**src/sv/oahi_modred.sv**
```systemverilog
`default_nettype none
// Reduction by a constant modulus: 2^MW is congruent to R = 2^MW - M, so
// a = hi*2^MW + lo folds to hi*R + lo, one fold per cycle until hi is zero,
// then one compare and subtract.
module oahi_modred #(
  parameter int unsigned AW = 31,
  parameter int unsigned MW = 12,
  parameter int unsigned M  = 4093
) (
  input  wire logic          clk_i,
  input  wire logic          rst_ni,
  input  wire logic          go_i,
  input  wire logic [AW-1:0] a_i,
  output logic               done_o,
  output logic [MW-1:0]      rem_o
);
  localparam logic [MW-1:0] ModM  = MW'(M);
  localparam logic [AW-1:0] FoldR = AW'((64'd1 << MW) - 64'(M));

  logic [AW-1:0] a_q, a_d;
  logic          run_q, run_d;
  logic          done_q, done_d;
  logic [MW-1:0] rem_q, rem_d;
  logic [AW-1:0] fold;

  // fold the high part down, finish with one conditional subtract
  always_comb begin
    a_d    = a_q;
    run_d  = run_q;
    done_d = 1'b0;
    rem_d  = rem_q;
    fold   = AW'(a_q[AW-1:MW]) * FoldR + AW'(a_q[MW-1:0]);
    if (go_i) begin
      a_d   = a_i;
      run_d = 1'b1;
    end else if (run_q) begin
      if (a_q[AW-1:MW] != '0) begin
        a_d = fold;
      end else begin
        rem_d  = (a_q[MW-1:0] >= ModM) ? a_q[MW-1:0] - ModM : a_q[MW-1:0];
        run_d  = 1'b0;
        done_d = 1'b1;
      end
    end
  end

  always_ff @(posedge clk_i or negedge rst_ni) begin
    if (!rst_ni) begin
      run_q  <= 1'b0;
      done_q <= 1'b0;
    end else begin
      run_q  <= run_d;
      done_q <= done_d;
    end
  end

  always_ff @(posedge clk_i) begin
    a_q   <= a_d;
    rem_q <= rem_d;
  end

  assign done_o = done_q;
  assign rem_o  = rem_q;
endmodule
`default_nettype wire
```
**config.mk**
```make
export PLATFORM = sky130hd
export DESIGN_NAME = oahi_modred
export DESIGN_NICKNAME = d
export VERILOG_FILES = /design/src/sv/oahi_modred.sv
export SDC_FILE = /design/constraint.sdc
export NUM_CORES = 1
export LEC_CHECK = 0
export BUFFER_PORTS_ARGS = -buffer_cell sky130_fd_sc_hd__buf_2
export CELL_PAD_IN_SITES_DETAIL_PLACEMENT = 2
export CELL_PAD_IN_SITES_GLOBAL_PLACEMENT = 2
export CORE_ASPECT_RATIO = 2
export CORE_MARGIN = 5
export CORE_UTILIZATION = 35
export CTS_CLUSTER_SIZE = 24
export DETAILED_ROUTE_END_ITERATION = 12
export GPL_ROUTABILITY_DRIVEN = 0
export GPL_TIMING_DRIVEN = 0
export PLACE_DENSITY = 0.86
export SYNTH_ARGS = -nofsm -noshare
export SYNTH_HDL_FRONTEND = slang
export SYNTH_SLANG_ARGS = --single-unit
```
**constraint.sdc**
```tcl
create_clock -name clk_i -period 4.8 [get_ports clk_i]
set_clock_uncertainty 0.1 [all_clocks]
set_input_delay 1.2 -clock clk_i [delete_from_list [all_inputs] [get_ports clk_i]]
set_output_delay 1.2 -clock clk_i [all_outputs]
set_load 0.01 [all_outputs]
```
Yosys cells after proc, flatten, opt, wreduce, memory -nomap -nowiden
Cells that the tools add are included.
Storage, ports and cells
  logic and storage cells: 25
  bits in registers: 45
  output and inout port bits: 13
  bits of input ports: 34
Cells by class
  reduce and logical (&&, ||, !) cells: 5
  magnitude comparators: 1
  mux-type cells: 10
  $mul: 1
  add/sub/neg operators: 2
  bitwise operators: 2
Operator list (count)
  31-bit 2-to-1 mux: 3
  21-bit by 12-bit adder with 22-bit output: 1
  19-bit by 2-bit multiplier with 21-bit output, second input constant: 1
  19-bit nonzero test: 1
  12-bit greater-or-equal comparator, second input constant: 1
  12-bit 2-to-1 mux: 1
  12-bit subtractor, second input constant: 1
  1-bit 2-to-1 mux: 6
  2-bit nonzero test: 2
  3-bit AND reduction: 1
  1-bit inverter: 2
  2-bit AND reduction: 1

Longest topological paths before layout
  depth in word-level cells: 5
  gate-level depth with buffers: 10
  depth with buffers taken out: 9

Worst setup path after synthesis
No wires, ideal clock.
  path type: input -> register
  start: input port go_i
  end: register a_q[0] (enable)
  setup time: 0.419 ns
  stages on the path: 4
  data arrival time: 3.099 ns
  data required time: 4.281 ns
  path slack: 1.182 ns
  path buffers: 2
  path through: clkbuf_1 clkbuf_1 nor2_1 nor2_1
Between the ends
  cells in the longest elaborated chain, start to end: 2
  elaborated cells on any way between the ends: 3
  classes of those cells: reduce/logical (3)
RTL lines
  start, declared: RTL line 12  | input wire logic go_i,
  2-bit nonzero test (no source line)
  2-bit AND reduction (no source line) (*)
  end signal, assigned: RTL line 58  | a_q <= a_d;
  end, declared: RTL line 20  | logic [AW-1:0] a_q, a_d;
Every way passes the cells marked *; elsewhere a longest branch is shown, timed or not.
A chain may end at the register's enable or synchronous reset.

Worst setup path in the final report
  start: register a_q[1]
  end: register a_q[13], data pin
Between the ends
  cells in the longest elaborated chain, start to end: 4
RTL lines
  21-bit by 12-bit adder with 22-bit output: RTL line 32  | fold = AW'(a_q[AW-1:MW]) * FoldR + AW'(a_q[MW-1:0]);
  31-bit 2-to-1 mux: RTL line 37  | if (a_q[AW-1:MW] != '0) begin
  31-bit 2-to-1 mux: RTL line 36  | end else if (run_q) begin
  31-bit 2-to-1 mux: RTL line 33  | if (go_i) begin
  via a_d[13]: RTL line 20
The timed path passes the listed nets, and every way through them passes these cells. The select of a mux whose other input is x is not followed.

==> results.json <==
{
  "crit_slowest_cell": "fa_1",
  "power.clock.fraction_pct": 16.3,
  "clock-root-buffer": "clkbuf_16",
  "p_seq_share_pct": 27.5,
  "cts_tree": "yes",
  "max_freq_mhz": 294.5,
  "tightestPinTransition_ns": 0.9570,
  "ys.flop_type": "edfxtp_1",
  "synth_area_leaders": "edfxtp_1 (38%), ha_1 (14%), fa_1 (7.1%)",
  "maxCapViolCount": 0,
  "swShare_pct": 43.90,
  "worstPathCellList": "fa_1, ha_1, fa_1, a21o_1, a221oi_4, o211ai_2, a21oi_2, xnor2_1, mux2_2",
  "cp-startpoint": "a_q[1]",
  "r2r-start": "a_q[1]",
  "final_cells": 506,
  "cp-start-kind": "register",
  "cts_buffers": 5,
  "totalWireLength_mm": 10.73,
  "die_w_um": 79.52,
  "drc_errors": 0,
  "required_ns": 4.75,
  "die_area_sq_mm": 0.01185,
  "diodes": 0,
  "synth_top_area_share_pct": 38.17,
  "p_leak_nw": 1.720,
  "cts_resized": 0,
  "ys_top_cells_by_count": "edfxtp_1 (43), ha_1 (39), inv_1 (30), nand2_1 (28), a21oi_1 (20)",
  "status": "complete, no violations",
  "drtAntennaViolNets": 0,
  "fillCellCount": 1008,
  "worst_path_most_repeated_cell": "fa_1",
  "power_density_mw_per_mm2": 624.1,
  "hold_slack_ns": 0.4416,
  "drv_slew": 0,
  "grt_max_degree": 32,
  "synth.distinct_cells": 47,
  "switching_power_w": 0.001080,
  "yosysWarnings": 0,
  "place_inst": 498,
  "h-tree-depth": 2,
  "drive_gt1_share_pct": 18.09,
  "initial_core_util_pct": 35.81,
  "finalNetCount": 460,
  "path_clk_slew_ns": 0.07,
  "rsz0062_at_grt": "false",
  "synth-seq-area-share_pct": 39.64,
  "p_int_w": 0.001380,
  "ys_ff_latch": 45,
  "r2r-end": "a_q[13]",
  "syn2layout_area_growth_pct": 16.53,
  "hp-class": "register to register",
  "regToRegSetupSlack_ns": 1.40,
  "crit_path_end": "a_q[13]",
  "cp_max_fo": 4,
  "crit_path_max_incr_delay_ns": 0.52,
  "peakVddDrop_mv": 0.2039,
  "crit_arrival_ns": 3.34,
  "timing.final.crit_share_pct": 70.75,
  "ios": 47,
  "synth_most_common_cell": "edfxtp_1",
  "cp-end-kind": "register",
  "setup.worst_path.class": "register to register",
  "fin_crit_ns": 3.396,
  "grt_pass1_vias": 3075,
  "setup_tns_ns": 0,
  "ys_async_sr_fraction_pct": 4.444,
  "comb_power_share_pct": 56.2,
  "num_vias": 2682,
  "globalRouteOverflowTotal": 0,
  "hold_viol_final": 0,
  "syn-num-nets": 408,
  "grt_pass1_wl_mm": 16.35,
  "cts_setup_buffers": 0,
  "synth_top_area_cell": "edfxtp_1",
  "cts_sinks": 45,
  "rows": 50,
  "holdBufCountCts": 0,
  "synth_edf_count": 43,
  "io_buffers": 45,
  "clock_path_buffers": 2,
  "firstDrtPassIters": 6,
  "wl_per_cell_um": 21.20,
  "maxSlewHeadroom_pct": 36.05,
  "drt_iter0_markers": 124,
  "setup-violations-final": 0,
  "syn_area_sq_mm": 0.003383,
  "die_y_um": 149.0,
  "clk_latency_ns": 0.29,
  "grt_use_total_pct": 18.92,
  "via_per_inst": 5.300,
  "antenna_found_initial": 0,
  "netlist_instances": 323,
  "rr_worst_depth": 9,
  "core_area_sq_mm": 0.009447,
  "hpwl_mm": 8.954,
  "avgSynthCellArea_sq_um": 10.47
}
==> metrics by stage <==
step	setup WS, ns	util [%]	power [W]	instance area (sq um)
2_1_floorplan	1.182	-	0.001632	3383
3_3_place_gp	0.03394	39.92	0.001931	3771
3_5_place_dp	1.291	40.00	0.002049	3779
4_1_cts	1.384	41.74	0.002477	3943
5_1_grt	1.278	41.74	0.002636	3943
6_report	1.404	41.74	0.002460	3943
==> layout make-up <==
class	count	area, sq um	share of cell area [%]
Sequential cell	45	1341	34.02
Clock buffer	6	128.9	3.269
Multi-Input combinational cell	237	1891	47.95
Tap cell	130	162.7	4.126
Inverter	30	112.6	2.856
Timing Repair Buffer	45	225.2	5.712
Buffer	11	46.29	1.174
Clock inverter	2	35.03	0.8886
==> state kept, by name, summed over array words and instances (netlist names) <==
register and count:
done_o 1, run_q 1, a_q 31, rem_o 12
==> power by group through the flow <==
| stage | Combinational, W | Clock (W) | Sequential, W |
|---|---|---|---|
| after floorplan | 0.000998 | 0 | 0.000635 |
| after global placement | 0.00126 | 0 | 0.000674 |
| after detailed placement | 0.00136 | 0 | 0.000686 |
| after CTS | 0.00139 | 0.000407 | 0.000679 |
| after global routing | 0.00152 | 0.000431 | 0.000690 |
| final | 0.00138 | 0.000401 | 0.000676 |
==> worst max-delay path: cells and delay by family, from the launching register on <==
kind | cells | cell delay [ns]
DFF | 1 | 0.47
xor gates and xnor gates | 1 | 0.13
adders and majority gates | 3 | 1.23
AOI/OAI and AO/OA | 4 | 0.91
muxes | 1 | 0.29
==> worst min-delay path by stage <==
stage	startpoint	end	slack [ns]	cells after the start
2_1_floorplan	run_q	done_o	0.37	1
3_3_place_gp	run_q	done_o	0.40	1
3_5_place_dp	run_q	done_o	0.43	1
4_1_cts	run_q	done_o	0.45	1
5_1_grt	run_q	done_o	0.47	1
6_report	run_q	done_o	0.44	1
==> routing by layer <==
metal | vias up | share of wire (%) | global-route usage, %
li1 | 1244 | - | -
met4 | 0 | 8.0 | 15.06
met5 | - | 0 | 0
met3 | 41 | 3.1 | 2.721
met2 | 76 | 58 | 37.06
met1 | 1321 | 31 | 15.90
==> layout by cell type (no fill, tap or decap), drive strengths merged, types with 5 or more instances in the layout <==
cell | netlist | layout
a21oi | 21 | 21
and2 | 12 | 12
buf | 4 | 49
clkbuf | 7 | 13
edfxtp | 43 | 43
fa | 12 | 12
ha | 39 | 39
inv | 30 | 30
mux2 | 6 | 6
nand2 | 28 | 28
nand4 | 9 | 9
nor2 | 16 | 16
nor2b | 11 | 11
o211ai | 5 | 5
o21ai | 23 | 23
o21bai | 5 | 5
xnor2 | 9 | 9
xor2 | 5 | 5
==> kinds of logic (layout without fill, tap and decap cells) <==
family                     Yosys count  count (layout)  share of synthesized area (%)
xor gates and xnor gates            14              14                          3.624
adders and majority gates           51              51                          21.52
AOI/OAI and AO/OA                   68              68                          13.09
buffers and inverters               41              94                          4.697
DFF                                 45              45                          39.65
muxes                                9               9                          2.995
and+or+nand+nor                     95              95                          14.42
Note: power is estimated with default switching activity, not from simulation.
